==> config.mk <==
export PLATFORM = sky130hd
export DESIGN_NAME = local_apic_timer_ipi_regs_top
export DESIGN_NICKNAME = d
export VERILOG_FILES = /design/src/hw/rtl/lapic_pkg.sv /design/src/hw/rtl/lapic_timer.sv /design/src/hw/rtl/lapic_regfile.sv /design/src/hw/rtl/local_apic_timer_ipi_regs_top.sv
export SDC_FILE = /design/constraint.sdc
export NUM_CORES = 1
export LEC_CHECK = 0
export BUFFER_PORTS_ARGS = -buffer_cell sky130_fd_sc_hd__buf_2
export CAP_MARGIN = 20
export CELL_PAD_IN_SITES_DETAIL_PLACEMENT = 1
export CELL_PAD_IN_SITES_GLOBAL_PLACEMENT = 2
export CORE_UTILIZATION = 41
export DETAILED_ROUTE_END_ITERATION = 6
export MAX_ROUTING_LAYER = met4
export PLACE_DENSITY_LB_ADDON = 0.1
export RECOVER_POWER = 25
export SETUP_SLACK_MARGIN = 0.3
export SLEW_MARGIN = 0
export SYNTH_ARGS = -nofsm -noshare
export SYNTH_HDL_FRONTEND = slang
export SYNTH_SLANG_ARGS = --single-unit
export TNS_END_PERCENT = 100
==> constraint.sdc <==
create_clock -name clk -period 10 [get_ports clk]
set_input_delay 0 -clock clk [delete_from_list [all_inputs] [get_ports clk]]
set_output_delay 0 -clock clk [all_outputs]
set_load 0.05 [all_outputs]
==> src/hw/rtl/lapic_pkg.sv <==
package lapic_pkg;

    // Width of the initial and current count registers (8 to 32)
    localparam int unsigned CountWidth = 32;

    // Item kinds
    localparam logic [1:0] KindRead  = 2'd0;
    localparam logic [1:0] KindWrite = 2'd1;
    localparam logic [1:0] KindTick  = 2'd2;

    // Register offsets, byte offset / 16
    localparam logic [5:0] IdxId        = 6'h02;
    localparam logic [5:0] IdxTpr       = 6'h08;
    localparam logic [5:0] IdxSvr       = 6'h0F;
    localparam logic [5:0] IdxIcrLow    = 6'h30;
    localparam logic [5:0] IdxIcrHigh   = 6'h31;
    localparam logic [5:0] IdxLvtTimer  = 6'h32;
    localparam logic [5:0] IdxLint0     = 6'h35;
    localparam logic [5:0] IdxLint1     = 6'h36;
    localparam logic [5:0] IdxLvtError  = 6'h37;
    localparam logic [5:0] IdxInitCount = 6'h38;
    localparam logic [5:0] IdxCurCount  = 6'h39;
    localparam logic [5:0] IdxDivide    = 6'h3E;

    // Writable bits of the masked registers (LVT timer, LINT0/1, LVT error, ICR low, divide)
    localparam logic [17:0] TimerKeep  = 18'h300FF;
    localparam logic [16:0] LintKeep   = 17'h1A7FF;
    localparam logic [16:0] ErrorKeep  = 17'h100FF;
    localparam logic [15:0] IcrKeep    = 16'hCFFF;
    localparam logic [3:0]  DivideKeep = 4'hB;

    localparam logic [8:0]  SvrReset   = 9'h0FF;
    localparam logic [17:0] TimerReset = 18'h10000;
    localparam logic [16:0] EntryReset = 17'h10000;

    localparam int unsigned SvrEnableBit   = 8;
    localparam int unsigned EntryMaskBit   = 16;
    localparam int unsigned TimerPeriodBit = 17;

    typedef struct packed {
        logic [31:0] write_data;
        logic [5:0]  reg_index;
        logic [1:0]  kind;
    } item_t;

    typedef struct packed {
        logic       ipi_trigger_level;
        logic       ipi_level_assert;
        logic [7:0] ipi_vector;
        logic [2:0] ipi_mode;
        logic [7:0] ipi_dest;
        logic       ipi_send;
        logic [7:0] irq_vector;
        logic       irq_fire;
        logic [31:0] read_data;
    } result_t;

    typedef struct packed {
        logic                  tick;
        logic                  load;
        logic [CountWidth-1:0] load_value;
        logic                  div_wr;
        logic [3:0]            div_value;
        logic                  periodic;
    } timer_ctrl_t;

    typedef struct packed {
        logic [CountWidth-1:0] init_count;
        logic [CountWidth-1:0] current_count;
        logic [3:0]            divide_code;
        logic                  expire;
    } timer_stat_t;

    // Prescaler divisor from the divide configuration: 2..128, or 1
    function automatic logic [7:0] divisor(input logic [3:0] code);
        logic [2:0] sel;
        logic [7:0] res;
        sel = {code[3], code[1:0]};
        if (sel == 3'd7)
        begin
            res = 8'd1;
        end
        else
        begin
            res = 8'd2 << sel;
        end
        return res;
    endfunction

endpackage

==> src/hw/rtl/lapic_timer.sv <==
module lapic_timer (
    input  logic                   clk,
    input  logic                   rst_n,
    input  lapic_pkg::timer_ctrl_t ctrl,
    output lapic_pkg::timer_stat_t stat
);

    logic [lapic_pkg::CountWidth-1:0] init_reg, init_next;
    logic [lapic_pkg::CountWidth-1:0] cur_reg, cur_next;
    logic [lapic_pkg::CountWidth-1:0] cur_dec;
    logic [6:0] pre_reg, pre_next;
    logic [7:0] pre_inc;
    logic [3:0] div_reg, div_next;
    logic       expire;

    assign pre_inc = {1'b0, pre_reg} + 8'd1;
    assign cur_dec = cur_reg - {{(lapic_pkg::CountWidth-1){1'b0}}, 1'b1};

    always_comb
    begin
        init_next = init_reg;
        cur_next  = cur_reg;
        pre_next  = pre_reg;
        div_next  = div_reg;
        expire    = 1'b0;
        if (ctrl.load)
        begin
            init_next = ctrl.load_value;
            cur_next  = ctrl.load_value;
            pre_next  = '0;
        end
        if (ctrl.div_wr)
        begin
            div_next = ctrl.div_value;
        end
        if (ctrl.tick && cur_reg != '0)
        begin
            if (pre_inc >= lapic_pkg::divisor(div_reg))
            begin
                pre_next = '0;
                cur_next = cur_dec;
                if (cur_dec == '0)
                begin
                    expire = 1'b1;
                    if (ctrl.periodic)
                    begin
                        cur_next = init_reg;
                    end
                end
            end
            else
            begin
                pre_next = pre_inc[6:0];
            end
        end
    end

    always_ff @(posedge clk or negedge rst_n)
    begin
        if (!rst_n)
        begin
            init_reg <= '0;
            cur_reg  <= '0;
            pre_reg  <= '0;
            div_reg  <= '0;
        end
        else
        begin
            init_reg <= init_next;
            cur_reg  <= cur_next;
            pre_reg  <= pre_next;
            div_reg  <= div_next;
        end
    end

    assign stat.init_count    = init_reg;
    assign stat.current_count = cur_reg;
    assign stat.divide_code   = div_reg;
    assign stat.expire        = expire;

    // prescaler only runs while the count is live
    a_pre_idle: assert property (@(posedge clk) disable iff (!rst_n)
        cur_reg == '0 |-> pre_reg == '0)
        else $error("prescaler nonzero with stopped count");

    a_stopped: assert property (@(posedge clk) disable iff (!rst_n)
        (cur_reg == '0 && !ctrl.load) |=> cur_reg == '0)
        else $error("stopped timer restarted without a load");

    a_expire_tick: assert property (@(posedge clk) disable iff (!rst_n)
        expire |-> ctrl.tick && !ctrl.load)
        else $error("timer expiry outside a tick");

endmodule

==> src/hw/rtl/lapic_regfile.sv <==
module lapic_regfile (
    input  logic                   clk,
    input  logic                   rst_n,
    input  logic                   step,
    input  lapic_pkg::item_t       item,
    input  logic [7:0]             local_id,
    input  lapic_pkg::timer_stat_t tstat,
    output lapic_pkg::timer_ctrl_t tctrl,
    output lapic_pkg::result_t     result
);

    logic [8:0]  svr_reg;
    logic [7:0]  tpr_reg;
    logic [17:0] timer_reg;
    logic [16:0] lint0_reg;
    logic [16:0] lint1_reg;
    logic [16:0] error_reg;
    logic [7:0]  icr_dest_reg;
    logic [15:0] icr_cmd_reg;
    logic [15:0] icr_cmd_new;
    logic        wr;
    logic [31:0] rd;

    assign wr          = step && item.kind == lapic_pkg::KindWrite;
    assign icr_cmd_new = item.write_data[15:0] & lapic_pkg::IcrKeep;

    always_ff @(posedge clk or negedge rst_n)
    begin
        if (!rst_n)
        begin
            svr_reg      <= lapic_pkg::SvrReset;
            tpr_reg      <= '0;
            timer_reg    <= lapic_pkg::TimerReset;
            lint0_reg    <= lapic_pkg::EntryReset;
            lint1_reg    <= lapic_pkg::EntryReset;
            error_reg    <= lapic_pkg::EntryReset;
            icr_dest_reg <= '0;
            icr_cmd_reg  <= '0;
        end
        else if (wr)
        begin
            unique case (item.reg_index)
                lapic_pkg::IdxTpr:      tpr_reg      <= item.write_data[7:0];
                lapic_pkg::IdxSvr:      svr_reg      <= item.write_data[8:0];
                lapic_pkg::IdxIcrLow:   icr_cmd_reg  <= icr_cmd_new;
                lapic_pkg::IdxIcrHigh:  icr_dest_reg <= item.write_data[31:24];
                lapic_pkg::IdxLvtTimer:
                    timer_reg <= item.write_data[17:0] & lapic_pkg::TimerKeep;
                lapic_pkg::IdxLint0:
                    lint0_reg <= item.write_data[16:0] & lapic_pkg::LintKeep;
                lapic_pkg::IdxLint1:
                    lint1_reg <= item.write_data[16:0] & lapic_pkg::LintKeep;
                lapic_pkg::IdxLvtError:
                    error_reg <= item.write_data[16:0] & lapic_pkg::ErrorKeep;
                default: ;
            endcase
        end
    end

    // timer controls
    always_comb
    begin
        tctrl.tick       = step && item.kind == lapic_pkg::KindTick;
        tctrl.load       = wr && item.reg_index == lapic_pkg::IdxInitCount;
        tctrl.load_value = item.write_data[lapic_pkg::CountWidth-1:0];
        tctrl.div_wr     = wr && item.reg_index == lapic_pkg::IdxDivide;
        tctrl.div_value  = item.write_data[3:0] & lapic_pkg::DivideKeep;
        tctrl.periodic   = timer_reg[lapic_pkg::TimerPeriodBit];
    end

    // read mux
    always_comb
    begin
        unique case (item.reg_index)
            lapic_pkg::IdxId:        rd = {local_id, 24'd0};
            lapic_pkg::IdxTpr:       rd = 32'(tpr_reg);
            lapic_pkg::IdxSvr:       rd = 32'(svr_reg);
            lapic_pkg::IdxIcrLow:    rd = 32'(icr_cmd_reg);
            lapic_pkg::IdxIcrHigh:   rd = {icr_dest_reg, 24'd0};
            lapic_pkg::IdxLvtTimer:  rd = 32'(timer_reg);
            lapic_pkg::IdxLint0:     rd = 32'(lint0_reg);
            lapic_pkg::IdxLint1:     rd = 32'(lint1_reg);
            lapic_pkg::IdxLvtError:  rd = 32'(error_reg);
            lapic_pkg::IdxInitCount: rd = 32'(tstat.init_count);
            lapic_pkg::IdxCurCount:  rd = 32'(tstat.current_count);
            lapic_pkg::IdxDivide:    rd = 32'(tstat.divide_code);
            default:                 rd = '0;
        endcase
    end

    always_comb
    begin
        result = '0;
        if (item.kind == lapic_pkg::KindRead)
        begin
            result.read_data = rd;
        end
        if (tstat.expire && !timer_reg[lapic_pkg::EntryMaskBit] &&
            svr_reg[lapic_pkg::SvrEnableBit])
        begin
            result.irq_fire   = 1'b1;
            result.irq_vector = timer_reg[7:0];
        end
        if (item.kind == lapic_pkg::KindWrite && item.reg_index == lapic_pkg::IdxIcrLow)
        begin
            result.ipi_send          = 1'b1;
            result.ipi_dest          = icr_dest_reg;
            result.ipi_mode          = icr_cmd_new[10:8];
            result.ipi_vector        = icr_cmd_new[7:0];
            result.ipi_level_assert  = icr_cmd_new[14];
            result.ipi_trigger_level = icr_cmd_new[15];
        end
    end

endmodule

==> src/hw/rtl/local_apic_timer_ipi_regs_top.sv <==
// Local interrupt controller slice: register file, IPI command and local timer.
// Items pass the input reg, then the result reg. One item per cycle while m_tready
// is high or the result reg is empty; state is updated as an item enters the result reg.
// Reset (rst_n, async, active low): registers to power-on values, timer stopped,
// both item registers empty.
module local_apic_timer_ipi_regs_top (
    input  logic        clk,
    input  logic        rst_n,
    // item input
    input  logic        s_tvalid,
    output logic        s_tready,
    input  logic [39:0] s_tdata,   // [5:0] reg_index, [37:6] write_data, rest zero
    input  logic [1:0]  s_tuser,   // [1:0] kind
    // result output
    output logic        m_tvalid,
    input  logic        m_tready,
    // [31:0] read_data, [32] irq_fire, [40:33] irq_vector, [41] ipi_send,
    // [49:42] ipi_dest, [52:50] ipi_mode, [60:53] ipi_vector,
    // [61] ipi_level_assert, [62] ipi_trigger_level, [63] zero
    output logic [63:0] m_tdata,
    // configuration
    input  logic        psel,
    input  logic        penable,
    input  logic        pwrite,
    input  logic [2:0]  paddr,
    input  logic [31:0] pwdata,
    output logic [31:0] prdata,
    output logic        pready
);

    logic                   in_valid_reg, in_valid_next;
    lapic_pkg::item_t       in_item_reg;
    logic                   out_valid_reg, out_valid_next;
    lapic_pkg::result_t     out_res_reg;
    lapic_pkg::result_t     result;
    lapic_pkg::timer_ctrl_t tctrl;
    lapic_pkg::timer_stat_t tstat;
    logic [7:0]             local_id_reg;
    logic                   s_accept;
    logic                   advance;
    logic                   step;

    // The result register frees up whenever it is empty or being drained, so
    // the input register moves on and a new item is taken in the same cycle.
    assign advance  = !out_valid_reg || m_tready;
    assign step     = in_valid_reg && advance;
    assign s_tready = !in_valid_reg || advance;
    assign s_accept = s_tvalid && s_tready;

    always_comb
    begin
        in_valid_next = in_valid_reg;
        if (s_accept)
        begin
            in_valid_next = 1'b1;
        end
        else if (step)
        begin
            in_valid_next = 1'b0;
        end
        out_valid_next = advance ? in_valid_reg : out_valid_reg;
    end

    always_ff @(posedge clk or negedge rst_n)
    begin
        if (!rst_n)
        begin
            in_valid_reg  <= 1'b0;
            out_valid_reg <= 1'b0;
        end
        else
        begin
            in_valid_reg  <= in_valid_next;
            out_valid_reg <= out_valid_next;
        end
    end

    // payload registers
    always_ff @(posedge clk)
    begin
        if (s_accept)
        begin
            in_item_reg.kind       <= s_tuser;
            in_item_reg.reg_index  <= s_tdata[5:0];
            in_item_reg.write_data <= s_tdata[37:6];
        end
        if (step)
        begin
            out_res_reg <= result;
        end
    end

    // APB: one register, the identifier, at byte address 0
    assign pready = 1'b1;

    always_ff @(posedge clk or negedge rst_n)
    begin
        if (!rst_n)
        begin
            local_id_reg <= '0;
        end
        else if (psel && penable && pwrite && paddr == 3'd0)
        begin
            local_id_reg <= pwdata[7:0];
        end
    end

    assign prdata = (paddr == 3'd0) ? 32'(local_id_reg) : '0;

    lapic_regfile u_regfile (
        .clk      (clk),
        .rst_n    (rst_n),
        .step     (step),
        .item     (in_item_reg),
        .local_id (local_id_reg),
        .tstat    (tstat),
        .tctrl    (tctrl),
        .result   (result)
    );

    lapic_timer u_timer (
        .clk   (clk),
        .rst_n (rst_n),
        .ctrl  (tctrl),
        .stat  (tstat)
    );

    assign m_tvalid = out_valid_reg;
    assign m_tdata  = {1'b0, out_res_reg};

    // a tick never issues an IPI, an ICR write never fires the timer
    a_one_event: assert property (@(posedge clk) disable iff (!rst_n)
        out_valid_reg |-> !(out_res_reg.irq_fire && out_res_reg.ipi_send))
        else $error("timer interrupt and IPI in one result");

    // an item waiting in the input register moves on once the result reg frees
    a_no_stall_free: assert property (@(posedge clk) disable iff (!rst_n)
        (in_valid_reg && !out_valid_reg) |=> out_valid_reg)
        else $error("item held although result register was free");

endmodule
==> out/summary.md <==
Initial antenna violation count: 1. In this run the critical register-to-register path is captured at m_tdata[33]$_SDFFCE_PN0P_. The most repeated library cell on the critical path is sky130_fd_sc_hd__or4_1. The path with the worst hold slack has its endpoint at local_id_reg[1]$_DFFE_PN0P_. Kind of cell adding the most delay to the critical path: simple AND/OR/NAND/NOR gates. The tools report the nature of the critical path startpoint as a register. The clock passes through at most 3 buffers. VDD sags by at most 0.1347 mV. The worst pin sits at a relative slew slack of -161.3%.

Summed over all nets, the half-perimeter wirelength after detailed placement is 24440 µm. The share of flip-flops with an asynchronous set or reset was 62.27%. The global-route wire length before repair is 59950 µm, and the transition time of the tightest slew-check pin is 3.920 ns. In the post-synthesis netlist, the biggest area contributors are sky130_fd_sc_hd__dfrtp_1 (30%), sky130_fd_sc_hd__edfxtp_1 (24%), sky130_fd_sc_hd__mux2_2 (8.3%). CTS clock-pin slew for the worst setup and hold paths: 0.06 ns. The cell sitting at the root of the clock tree is a sky130_fd_sc_hd__clkbuf_16. The via count of the first global-routing pass was 10240; the maximum number of pins on one net before global-route repair was 66. Averaged over all synthesized cells, the footprint is 11.17 µm².

The startpoint identified for the worst hold timing path is penable. The slowest cell on the critical path is sky130_fd_sc_hd__or4_1. The tree built by TritonCTS fans out to 273 sinks.

The post-detailed-route via-to-cell ratio works out to 5.578. The CTS buffer count is 31. The tools report the hold violation total from the final report as 0. The checks that failed: max-capacitance violations, max-slew violations. The final critical delay including setup and external delays works out to 4.515 ns. Sequential elements use 56.17% of the synthesized area.

For this run, the slowest stage of the critical path takes 0.76 ns. STA classifies the critical path endpoint as a register. The post-synthesis instance area is 0.01311 mm². Setup repair after global routing left no endpoint under its margin. At the worst endpoint, the required time is 10.42 ns.

In this run, the number of DRC markers left after iteration 0 of detailed routing was 541. Wires add up to 37920 µm. The tools report the max-slew violation total from the final report as 65.

Number of stages on the worst hold path: 3. The layout overhead on the synthesized area is 18.39%. After detailed routing, the number of remaining DRC violations is 0. The final worst-path cycle share was 45.15%; the core region area was 0.03147 mm². In this run the static leakage power is 6.519 nW. The total power per unit cell area was 207.5 mW/mm². The pre-antenna-repair detailed-routing pass consisted of 5 iterations. Final global-route overflow total: 0. The dominant register cell in the synthesized netlist was sky130_fd_sc_hd__dfrtp_1.

Along the worst path, the maximum fanout reaches 10. During synthesis, Yosys emitted a total of 0 warnings. The library cells used most frequently in the layout, excluding fill and tap cells, are sky130_fd_sc_hd__nand2_1 (169), sky130_fd_sc_hd__dfrtp_1 (158), sky130_fd_sc_hd__edfxtp_1 (103). The initial utilization of the core area, before any placement, comes to 41.65%. The number of routed nets with antenna violations is 0, and the boundary pin count is 183. Static timing analysis puts the maximum clock frequency at 221.5 MHz.

The worst register-to-register path begins at u_timer.cur_reg[0]$_DFF_PN0_. In this run the vertical extent of the chip is 180.8 µm. The number of gates resized after CTS was 0.

Most common cell after layout, fill and taps aside: sky130_fd_sc_hd__nand2_1. For the number of H-tree levels, the log shows 1. The share of Yosys cell area claimed by the top area cell type is 30.16%. In this run the worst hold path is classified as primary input to register. The floorplan has 65 rows. After routing, the total negative slack on setup checks comes to 0 ns. TritonCTS built the clock tree. After the last flow step, the layout net total stands at 1419. The number of synthesized register bits came out at 273. The signal on the critical path passes through inv_1, ha_1, or3b_1, or4_1, nor3_1, xor2_1, or4_1, nor4_4, and2_1. The antenna cell count was 0; the fraction of layout cells with a size suffix above 1 was 21.28%.

The number of cells produced by synthesis is 1173, and the global routing usage summed across all routing layers is 24.25%. The most area-hungry cell type in the Yosys netlist was sky130_fd_sc_hd__dfrtp_1. The final-report setup violation count is 0.

Setup slack on the worst reg-to-reg path comes out at 5.49 ns. At the later pin of the worst-skew pair, clock insertion delay measures 0.56 ns. The die covers 0.03269 mm².

The post-detailed-route wirelength per cell was 21.66 µm. The clock arrives with 0.01173 ns of skew. Cells fill 49.31% of the core in the end. The run finished, with violations left. Routability-driven placement finished with a final weighted congestion of 0.9044. In this run, synthesis inferred 103 flip-flops with an integrated enable.

The worst register-to-register path has a depth of 9. The count of different cell masters after synthesis was 68; the total of buffers placed on input and output ports was 130. The die is 180.8 µm wide. The data arrival time of the critical path was 4.94 ns; the buffers plus inverters on the worst setup path was 1. Total vias in the final route: 9767.

The worst setup path is of the register to register kind. The number of flip-flops in the largest register is 63. The tools report the reported max-cap violation count as 1.
synth_stat cells (4+ instances only):
| cell | instances |
|---|---|
| sky130_fd_sc_hd__a211oi_1 | 10 |
| sky130_fd_sc_hd__a21oi_1 | 33 |
| sky130_fd_sc_hd__a221oi_1 | 8 |
| sky130_fd_sc_hd__a222oi_1 | 16 |
| sky130_fd_sc_hd__a22oi_1 | 24 |
| sky130_fd_sc_hd__a31oi_1 | 18 |
| sky130_fd_sc_hd__a32o_1 | 4 |
| sky130_fd_sc_hd__and2_1 | 40 |
| sky130_fd_sc_hd__and3_1 | 29 |
| sky130_fd_sc_hd__buf_2 | 11 |
| sky130_fd_sc_hd__buf_4 | 27 |
| sky130_fd_sc_hd__clkbuf_1 | 70 |
| sky130_fd_sc_hd__dfrtp_1 | 158 |
| sky130_fd_sc_hd__dfstp_2 | 12 |
| sky130_fd_sc_hd__edfxtp_1 | 103 |
| sky130_fd_sc_hd__ha_1 | 11 |
| sky130_fd_sc_hd__inv_1 | 8 |
| sky130_fd_sc_hd__mux2_2 | 97 |
| sky130_fd_sc_hd__mux2i_1 | 16 |
| sky130_fd_sc_hd__nand2_1 | 169 |
| sky130_fd_sc_hd__nand2b_1 | 10 |
| sky130_fd_sc_hd__nand3_1 | 42 |
| sky130_fd_sc_hd__nand3b_1 | 6 |
| sky130_fd_sc_hd__nand4_1 | 14 |
| sky130_fd_sc_hd__nor2_1 | 57 |
| sky130_fd_sc_hd__nor2b_1 | 8 |
| sky130_fd_sc_hd__nor3_1 | 29 |
| sky130_fd_sc_hd__nor4_1 | 15 |
| sky130_fd_sc_hd__nor4b_1 | 5 |
| sky130_fd_sc_hd__o21ai_0 | 20 |
| sky130_fd_sc_hd__o311a_1 | 7 |
| sky130_fd_sc_hd__o31a_1 | 4 |
| sky130_fd_sc_hd__or2_2 | 4 |
| sky130_fd_sc_hd__or3_1 | 9 |
| sky130_fd_sc_hd__or4_1 | 8 |
| sky130_fd_sc_hd__xnor2_1 | 17 |
| sky130_fd_sc_hd__xor2_1 | 11 |
per-layer routing:
layer,share of wire [%],GRT usage [%],wire (µm),vias up
li1,-,-,-,4534
met1,46,31.86,17270,4965
met2,49,40.37,18500,221
met3,3.9,2.560,1467,47
met4,1.8,5.607,685,0
met5,0,-,0,-
final cells by class:
cell class,instances,area (µm²)
inverter,8,30.03
sequential,273,7362
fill,3376,15960
timing repair buffer,205,1279
multi-input combinational,805,5345
tap,402,503.0
clock buffer,50,927.1
clock inverter,8,72.57
tightest hold or removal path, cell delays in order:
cell and delay, ns:
sky130_fd_sc_hd__buf_2 0.10, sky130_fd_sc_hd__and4_1 0.27, sky130_fd_sc_hd__mux2_2 0.27
cell families (layout without fill, tap and decap cells):
kind of cell | count (synthesis) | count (layout) | synth area share [%]
compound gates | 169 | 169 | 9.431
xor+xnor | 28 | 28 | 1.871
fa+ha+maj | 11 | 11 | 1.050
buf+inv | 119 | 271 | 4.343
flops | 273 | 273 | 56.17
mux | 113 | 113 | 9.555
other cells | 2 | 26 | 0.05730
simple gates | 458 | 458 | 17.53
worst max-delay path by stage:
stage,start,endpoint,slack (ns),depth (start not counted)
floorplan,u_timer.cur_reg[0]$_DFF_PN0_,m_tdata[33]$_SDFFCE_PN0P_,6.28,13
global placement,u_timer.cur_reg[0]$_DFF_PN0_,m_tdata[40]$_SDFFCE_PN0P_,5.51,9
detailed placement,u_timer.cur_reg[0]$_DFF_PN0_,m_tdata[36]$_SDFFCE_PN0P_,5.46,9
CTS,u_timer.cur_reg[0]$_DFF_PN0_,m_tdata[39]$_SDFFCE_PN0P_,5.42,9
global route,u_timer.cur_reg[1]$_DFF_PN0_,m_tdata[33]$_SDFFCE_PN0P_,5.23,9
finish,u_timer.cur_reg[0]$_DFF_PN0_,m_tdata[33]$_SDFFCE_PN0P_,5.49,9
stage by stage:
| step | area (µm²) | setup slack [ns] | hold slack [ns] | total power, mW | cells |
|---|---|---|---|---|---|
| 2_1_floorplan | 13200 | 6.278 | -0.2956 | 1.923 | 1197 |
| 3_3_place_gp | 14070 | 5.514 | 0.05838 | 2.104 | 1641 |
| 3_5_place_dp | 14070 | 5.460 | 0.06129 | 2.122 | 1641 |
| 4_1_cts | 15590 | 5.423 | 0.05008 | 3.259 | 1751 |
| 5_1_grt | 15520 | 5.225 | 0.1371 | 3.377 | 1751 |
| 6_report | 15520 | 5.485 | 0.1200 | 3.221 | 1751 |
power breakdown:
part           internal, mW  total (mW)  switching, mW
Sequential             1.29        1.51          0.219
Clock                 0.656        1.11          0.450
Combinational         0.238       0.600          0.362
Total                  2.19        3.22           1.03
timing repair:
action / 4_1_cts / 5_1_grt
hold buffers: 52 / 0
setup buffers: 0 / 0
hold endpoints to repair: 112 / 0
(Power assumes the default switching activity.)
